## src/rtl/core/rtul_pkg.sv

```systemverilog
// shared types, constants and codes for the route table core
package rtul_pkg;

  localparam int TABLE_ENTRIES_DEF = 32;
  localparam int TIME_BITS_DEF     = 32;

  localparam int CFG_IDX_W  = 1;
  localparam int CFG_DATA_W = 16;

  // register indexes
  localparam logic [CFG_IDX_W-1:0] REG_OWN_NODE_ID = 1'd0;
  localparam logic [CFG_IDX_W-1:0] REG_RSSI_THR    = 1'd1;

  localparam logic [15:0]       OWN_NODE_ID_RST = 16'd0;
  localparam logic signed [7:0] RSSI_THR_RST    = -8'sd87;

  // item actions
  localparam logic ACT_UPDATE = 1'b0;
  localparam logic ACT_LOOKUP = 1'b1;

  // result status codes
  localparam logic [2:0] ST_INSERTED = 3'd0;
  localparam logic [2:0] ST_UPDATED  = 3'd1;
  localparam logic [2:0] ST_KEPT     = 3'd2;
  localparam logic [2:0] ST_OWN      = 3'd3;
  localparam logic [2:0] ST_FULL     = 3'd4;

  typedef struct packed {
    logic              action;
    logic [15:0]       origin_node;
    logic [15:0]       sender_node;
    logic [15:0]       seq_number;
    logic [7:0]        ttl_initial;
    logic [7:0]        ttl_left;
    logic signed [7:0] rssi_dbm;
    logic [31:0]       now_time;
    logic [15:0]       lookup_dest;
  } rtul_in_t;

  typedef struct packed {
    logic [2:0]  status;
    logic        found;
    logic [15:0] next_hop;
    logic [7:0]  hop_count;
    logic [15:0] route_seq;
    logic [31:0] route_time;
  } rtul_out_t;

  // route fields kept in a cell, time stamp travels beside it
  typedef struct packed {
    logic [15:0] next_hop;
    logic [7:0]  hops;
    logic [15:0] seq;
  } rtul_route_t;

  // search token control moving down the chain
  typedef struct packed {
    logic valid;
    logic found;
  } rtul_tok_t;

  // write beat broadcast to the cells
  typedef struct packed {
    logic        insert;
    logic [15:0] dest;
    rtul_route_t route;
  } rtul_wr_t;

endpackage

```

## src/rtl/core/rtul_cell.sv

```systemverilog
// one table cell: holds a route and passes the search token to its neighbor
module rtul_cell
  import rtul_pkg::*;
#(
  parameter int TIME_BITS  = TIME_BITS_DEF,
  parameter int IDX_W      = 5,
  parameter int CELL_INDEX = 0
) (
  input  logic                 clk,
  input  logic                 rst,
  input  logic [15:0]          key,
  input  rtul_tok_t            tok_in,
  input  logic [IDX_W-1:0]     idx_in,
  input  rtul_route_t          route_in,
  input  logic [TIME_BITS-1:0] time_in,
  output rtul_tok_t            tok_out,
  output logic [IDX_W-1:0]     idx_out,
  output rtul_route_t          route_out,
  output logic [TIME_BITS-1:0] time_out,
  input  logic                 wr_sel,
  input  rtul_wr_t             wr,
  input  logic [TIME_BITS-1:0] wr_time
);

  logic                 valid;
  logic [15:0]          dest;
  rtul_route_t          route;
  logic [TIME_BITS-1:0] stamp;
  logic                 hit;

  // destinations are unique in the table, so at most one cell hits
  assign hit = tok_in.valid && valid && (dest == key);

  always_ff @(posedge clk) begin
    if (rst) begin
      valid         <= 1'b0;
      tok_out.valid <= 1'b0;
      tok_out.found <= 1'b0;
    end else begin
      tok_out.valid <= tok_in.valid;
      tok_out.found <= tok_in.found | hit;
      if (wr_sel && wr.insert) begin
        valid <= 1'b1;
      end
    end
  end

  always_ff @(posedge clk) begin
    if (hit) begin
      idx_out   <= IDX_W'(CELL_INDEX);
      route_out <= route;
      time_out  <= stamp;
    end else begin
      idx_out   <= idx_in;
      route_out <= route_in;
      time_out  <= time_in;
    end
    if (wr_sel) begin
      route <= wr.route;
      stamp <= wr_time;
      if (wr.insert) begin
        dest <= wr.dest;
      end
    end
  end

endmodule

```

## src/rtl/core/route_table_update_lookup_core.sv

```systemverilog
// top level of the route table: item register, cell chain, decision and write-back
//
// One input beat is taken at a rising edge with start high and busy low. The item
// is either an update from a received packet or a lookup of a destination.
// Configuration is written through cfg_we, cfg_index and cfg_data at any edge with
// cfg_we high; the user must write it only while the block is idle (not enforced):
// index 0 is own_node_id, index 1 is rssi_threshold_dbm; other indexes are dropped.
// The search token walks the chain of TABLE_ENTRIES cells, one cell per cycle.
// After the last cell the outcome is decided, the chosen cell, if any, is written and
// the result beat sits on result for exactly one cycle with done high. busy falls as
// done rises, so a new item can be accepted at the edge that ends the done cycle; no
// new item is taken while one is still in the chain. The receiver
// has no way to stall the block.
// Reset clears every valid bit, the fill count and any item in flight and sets both
// registers to their defaults; there is no clearing pass, the block is ready in the cycle after reset.
module route_table_update_lookup_core
  import rtul_pkg::*;
#(
  parameter int TABLE_ENTRIES = TABLE_ENTRIES_DEF,
  parameter int TIME_BITS     = TIME_BITS_DEF
) (
  input  logic                  clk,
  input  logic                  rst,
  input  logic                  start,
  output logic                  busy,
  input  rtul_in_t              item,
  output logic                  done,
  output rtul_out_t             result,
  input  logic                  cfg_we,
  input  logic [CFG_IDX_W-1:0]  cfg_index,
  input  logic [CFG_DATA_W-1:0] cfg_data
);

  localparam int IDX_W = $clog2(TABLE_ENTRIES);
  localparam int CNT_W = $clog2(TABLE_ENTRIES + 1);

  logic [15:0]       own_node_id;
  logic signed [7:0] rssi_thr;
  logic              head_valid;
  rtul_in_t          item_q;
  logic [15:0]       key;
  logic [CNT_W-1:0]  fill_count;
  logic [CNT_W-1:0]  fill_count_next;
  rtul_out_t         result_next;
  logic              accept;

  rtul_tok_t            tok   [TABLE_ENTRIES+1];
  logic [IDX_W-1:0]     idx   [TABLE_ENTRIES+1];
  rtul_route_t          route [TABLE_ENTRIES+1];
  logic [TIME_BITS-1:0] stamp [TABLE_ENTRIES+1];

  logic [TABLE_ENTRIES-1:0] wr_sel;
  rtul_wr_t                 wr;
  logic [TIME_BITS-1:0]     wr_time;
  logic                     wr_en;
  logic [IDX_W-1:0]         wr_idx;
  logic [7:0]               hops;
  logic                     better;
  rtul_tok_t                tail;

  assign accept = start && !busy;
  assign tail   = tok[TABLE_ENTRIES];

  always_ff @(posedge clk) begin
    if (rst) begin
      own_node_id <= OWN_NODE_ID_RST;
      rssi_thr    <= RSSI_THR_RST;
    end else if (cfg_we) begin
      case (cfg_index)
        REG_OWN_NODE_ID: own_node_id <= cfg_data;
        REG_RSSI_THR:    rssi_thr    <= $signed(cfg_data[7:0]);
        default: ;
      endcase
    end
  end

  always_ff @(posedge clk) begin
    if (rst) begin
      busy       <= 1'b0;
      head_valid <= 1'b0;
      done       <= 1'b0;
      fill_count <= '0;
    end else begin
      head_valid <= accept;
      done       <= tail.valid;
      fill_count <= fill_count_next;
      if (accept) begin
        busy <= 1'b1;
      end else if (tail.valid) begin
        busy <= 1'b0;
      end
    end
  end

  always_ff @(posedge clk) begin
    if (accept) begin
      item_q <= item;
      key    <= (item.action == ACT_LOOKUP) ? item.lookup_dest : item.origin_node;
    end
    if (tail.valid) begin
      result <= result_next;
    end
  end

  // head of the chain: empty token carrying the search
  assign tok[0]   = {head_valid, 1'b0};
  assign idx[0]   = '0;
  assign route[0] = '0;
  assign stamp[0] = '0;

  for (genvar i = 0; i < TABLE_ENTRIES; i++) begin : g_cell
    assign wr_sel[i] = wr_en && (wr_idx == IDX_W'(i));

    rtul_cell #(
      .TIME_BITS  (TIME_BITS),
      .IDX_W      (IDX_W),
      .CELL_INDEX (i)
    ) u_cell (
      .clk       (clk),
      .rst       (rst),
      .key       (key),
      .tok_in    (tok[i]),
      .idx_in    (idx[i]),
      .route_in  (route[i]),
      .time_in   (stamp[i]),
      .tok_out   (tok[i+1]),
      .idx_out   (idx[i+1]),
      .route_out (route[i+1]),
      .time_out  (stamp[i+1]),
      .wr_sel    (wr_sel[i]),
      .wr        (wr),
      .wr_time   (wr_time)
    );
  end

  // hop count saturates at zero when more ttl is left than it started with
  assign hops = (item_q.ttl_initial > item_q.ttl_left) ?
                (item_q.ttl_initial - item_q.ttl_left) : 8'd0;

  assign better = (item_q.seq_number >= route[TABLE_ENTRIES].seq) &&
                  ($signed(item_q.rssi_dbm) < rssi_thr) &&
                  (route[TABLE_ENTRIES].hops > hops);

  assign wr_time = TIME_BITS'(item_q.now_time);

  always_comb begin
    result_next       = '0;
    wr_en             = 1'b0;
    wr.insert         = 1'b0;
    wr.dest           = item_q.origin_node;
    wr.route.next_hop = item_q.sender_node;
    wr.route.hops     = hops;
    wr.route.seq      = item_q.seq_number;
    wr_idx            = idx[TABLE_ENTRIES];
    fill_count_next   = fill_count;
    if (tail.valid) begin
      if (item_q.action == ACT_LOOKUP) begin
        result_next.status = ST_KEPT;
        if (tail.found) begin
          result_next.found      = 1'b1;
          result_next.next_hop   = route[TABLE_ENTRIES].next_hop;
          result_next.hop_count  = route[TABLE_ENTRIES].hops;
          result_next.route_seq  = route[TABLE_ENTRIES].seq;
          result_next.route_time = 32'(stamp[TABLE_ENTRIES]);
        end
      end else if (item_q.origin_node == own_node_id) begin
        result_next.status = ST_OWN;
      end else if (tail.found) begin
        if (better) begin
          result_next.status = ST_UPDATED;
          wr_en              = 1'b1;
        end else begin
          result_next.status = ST_KEPT;
        end
      end else if (fill_count == CNT_W'(TABLE_ENTRIES)) begin
        result_next.status = ST_FULL;
      end else begin
        result_next.status = ST_INSERTED;
        wr_en              = 1'b1;
        wr.insert          = 1'b1;
        wr_idx             = fill_count[IDX_W-1:0];
        fill_count_next    = fill_count + CNT_W'(1);
      end
    end
  end

  a_done_idle: assert property (@(posedge clk) disable iff (rst) done |-> !busy)
    else $error("result beat while a search is still in flight");

  a_tail_busy: assert property (@(posedge clk) disable iff (rst) tail.valid |-> busy)
    else $error("search token at the chain end with no item accepted");

  a_fill_bound: assert property (@(posedge clk) disable iff (rst)
    fill_count <= CNT_W'(TABLE_ENTRIES))
    else $error("fill count beyond table size");

  a_wr_onehot: assert property (@(posedge clk) disable iff (rst)
    $onehot0(wr_sel) && (!wr_en || tail.valid))
    else $error("write beat selects more than one cell or comes outside the decision");

  a_head_pulse: assert property (@(posedge clk) disable iff (rst)
    head_valid |=> !head_valid)
    else $error("search token entered the chain twice for one item");

endmodule

```

## config.mk

```make
export PLATFORM = sky130hd
export DESIGN_NAME = route_table_update_lookup_core
export DESIGN_NICKNAME = d
export VERILOG_FILES = /design/src/rtl/core/rtul_pkg.sv /design/src/rtl/core/rtul_cell.sv /design/src/rtl/core/route_table_update_lookup_core.sv
export SDC_FILE = /design/constraint.sdc
export NUM_CORES = 2
export LEC_CHECK = 0
export BUFFER_PORTS_ARGS = -buffer_cell sky130_fd_sc_hd__buf_2
export CAP_MARGIN = 20
export CORE_MARGIN = 2
export CORE_UTILIZATION = 52
export DETAILED_ROUTE_END_ITERATION = 10
export GPL_TIMING_DRIVEN = 0
export PLACE_DENSITY = 0.68
export SKIP_LAST_GASP = 1
export SYNTH_ARGS = -nofsm -noshare
export SYNTH_HDL_FRONTEND = slang
export SYNTH_SLANG_ARGS = --single-unit
```

## constraint.sdc

```tcl
create_clock -name clk -period 15.89 [get_ports clk]
set_input_delay 1.589 -clock clk [delete_from_list [all_inputs] [get_ports clk]]
set_output_delay 1.589 -clock clk [all_outputs]
set_load 0.1 [all_outputs]
```

==> metrics <==
DR vias/cell 5.31; VDD IR max roughly 0.00011 V; Gate Count Post-Synth a little under 10000; clock transition at the registers of the reported paths about 0.060 ns; synth unique cells 58; first-pass GRT wire length between 500 and 600 mm; Final setup viols 0; CTS Buf Count approximately 540; die area roughly 350000 sq um; layout cells sized above 1 36.7%; clk sinks roughly 5600; setup TNS 0 ns; Ys Warns 0; Min-Delay Path Class reg -> reg; drt first pass iters 6; Starting Density a little over half; Ports 220; post-synthesis cell area 180000 sq um; hold-fix buffer count after cts 0; Longest Clk Path Bufs 4; H-tree depth 6; DRC 0; Non-Filler Cell Area, Final between 200000 and 250000 sq um; GP Congestion 0.882; wire length per cell about 25 um; CP Class reg -> reg; max cap viols 0; P per Cell Area 134 nW/um^2; outcome finished, final reports clean; Clk Latency, worst-skew pair between 1 and 1.5 ns; sequential area share after synthesis 78.6%; Post-Syn Area per Cell 18.5 sq um; Tcrit/Tclk final around 56%; dominant cell type by area after synthesis edfxtp_1; max incr delay on CP 1.04 ns; Critical Path Most Common Cell buf_4; Critical Path End Type flop; CP max-delay cell nor4_2; CTS tree yes; dpl hpwl around 270 mm; largest cells by area after synthesis edfxtp_1 50%, dfxtp_1 28%, mux2_2 14%; Final Max Slew Viols 0; static leakage 79.7 nW; chip width 593 um; vias in the first global route roughly 89000; initial antenna violation count 44; Post-synth EDFFs 3013; required time worst endpoint 16.64 ns; gr usage total ~22%; Die Height about 600 um; Fmax around 110 MHz; DP Area about 190000 sq um; final WL ~400 mm; Async S/R FF share, synth 0%; NumNets Final around 11000; Slew HR ~3.0%; RSZ-0062 raised after global routing false; Seq cells post-synth between 5000 and 6000; Post-CTS Setup Bufs 0; post-route ant nets 0; Iteration-0 DRC Markers 7697; root buf cell clkbuf_16; Layout area overhead 17.9%; Vias approximately 85000; Rows between 200 and 250; # resized after CTS 0; Placeable Area ~350000 sq um; post-route clock skew about 0.052 ns; Synth top area share between 50% and 60%; ys flop type edfxtp_1; crit path time final 8.91 ns; crit path max fanout 33; Port Buffers 218; Mapped Nets around 10000; critical path arrival 9.66 ns; largest net degree at the start of global routing 63; final hold vios 0; gr ovfl total 0; startpoint types flop; actual slew at the worst max-slew pin 1.46 ns
[routing by layer]
metal / vias up / part of all wire, % / wire length [um] / GRT usage, %
li1: 38150 / - / - / -
met1: 43708 / 41 / 163000 / 29.4
met2: 2706 / 48 / 193000 / 37.6
met3: 741 / 7.2 / 28600 / 4.48
met4: 18 / 3.5 / 14000 / 7.81
met5: - / 0.065 / 261 / 0.284
[flip-flops by register name, indices dropped and copies added, names as in the netlist, 64 cells and up]
name	count
g_cell.u_cell.route	1280
g_cell.u_cell.route_out	1280
item_q	73
g_cell.u_cell.time_out	1024
result	76
g_cell.u_cell.dest	512
g_cell.u_cell.idx_out	129
g_cell.u_cell.tok_out	64
g_cell.u_cell.stamp	1024
[path summary, 6_finish.rpt]
check                                         startpoint                                     end  slack (ns)  cells after the start
setup / recovery                    item_q[56]$_DFFE_PP_    g_cell[18].u_cell.stamp[4]$_DFFE_PP_        6.98                     27
hold / removal    g_cell[8].u_cell.idx_out[0]$_SDFF_PP0_  g_cell[9].u_cell.idx_out[0]$_SDFF_PP1_        0.41                      1
setup reg to reg                    item_q[56]$_DFFE_PP_    g_cell[18].u_cell.stamp[4]$_DFFE_PP_        6.98                     27
hold reg to reg   g_cell[8].u_cell.idx_out[0]$_SDFF_PP0_  g_cell[9].u_cell.idx_out[0]$_SDFF_PP1_        0.41                      1
[power by group]
part / switching [mW] / internal [mW] / total (mW)
clock: 5.37 / 7.25 / 12.6
combinational: 0.379 / 0.193 / 0.572
sequential: 0.0638 / 15.2 / 15.3
total: 5.81 / 22.7 / 28.5
[cell usage in the layout (no fill, tap or decap), drive strengths merged, types with 25 or more instances in the layout]
master  instances
nor4           84
nor2          112
nand2          68
nor2b          92
and3           76
and2           82
nand3          40
bufinv         25
mux2         2248
a21oi          42
ha             41
nand4          94
or2            77
xor2          185
dfxtp        2562
xnor2         350
clkbuf        861
inv            86
nor3           41
buf          1022
edfxtp       3013
diode          36
clkinv        133
[synthesized netlist by cell type, types with 9 or more instances]
library cell / n
buf_4: 88
nor2b_1: 92
and3_1: 76
nor4_2: 23
nand3_1: 40
mux2_1: 18
inv_1: 54
mux2_2: 2221
xnor2_1: 350
dfxtp_1: 2562
edfxtp_1: 3013
nand2_1: 68
xor2_1: 185
nor2_1: 111
mux2_4: 9
a21oi_1: 42
o21ai_0: 15
clkbuf_1: 64
nand2b_1: 20
ha_1: 41
and2_1: 82
buf_2: 187
buf_6: 38
or2_2: 77
o31ai_1: 15
nand4_1: 94
nor4_1: 57
nor3_1: 38
[through the flow]
stage          utilization [%]  setup WS, ns  cells  hold WS, ns  total power [mW]
2_1_floorplan                -          4.06   9750        0.393              15.8
3_3_place_gp              54.1         -8.85  14546        0.393              16.0
4_1_cts                   61.3          7.10  16009        0.408              28.7
3_5_place_dp              56.2          7.11  15015        0.397              16.1
5_1_grt                   61.5          6.51  16042        0.416              29.3
6_report                  61.5          6.98  16067        0.406              28.5
[final cells by class]
type                       instances  area, sq um
fill                           23930       133000
clock buffer                     796        15500
tap                             4578         5730
multi-input combinational       3743        36500
buffer                           378         2270
sequential                      5575       142000
inverter                          54          210
timing repair buffer             709         8370
clock inverter                   198         2220
antenna                           36         90.1
[cell families (layout without fill, tap and decap cells)]
logic type      Yosys count  count (layout)  share of synthesized area, %
compound gates          116             116                         0.423
xor+xnor                535             535                          2.60
fa+ha+maj                42              42                         0.296
buf+inv                 432            2135                          1.37
flops                  5575            5575                          78.6
mux                    2249            2249                          14.1
other cells               0              36                             0
simple gates            801             801                          2.61
[worst max-delay path: cells and delay by family, from the launching register on]
| kind | cells | cell delay, ns |
|---|---|---|
| AOI/OAI and AO/OA | 7 | 1.60 |
| adders and majority gates | 3 | 1.07 |
| buffers and inverters | 10 | 2.25 |
| DFF | 1 | 0.49 |
| and+or+nand+nor | 7 | 3.15 |
Note: power is estimated with default switching activity, not from simulation.
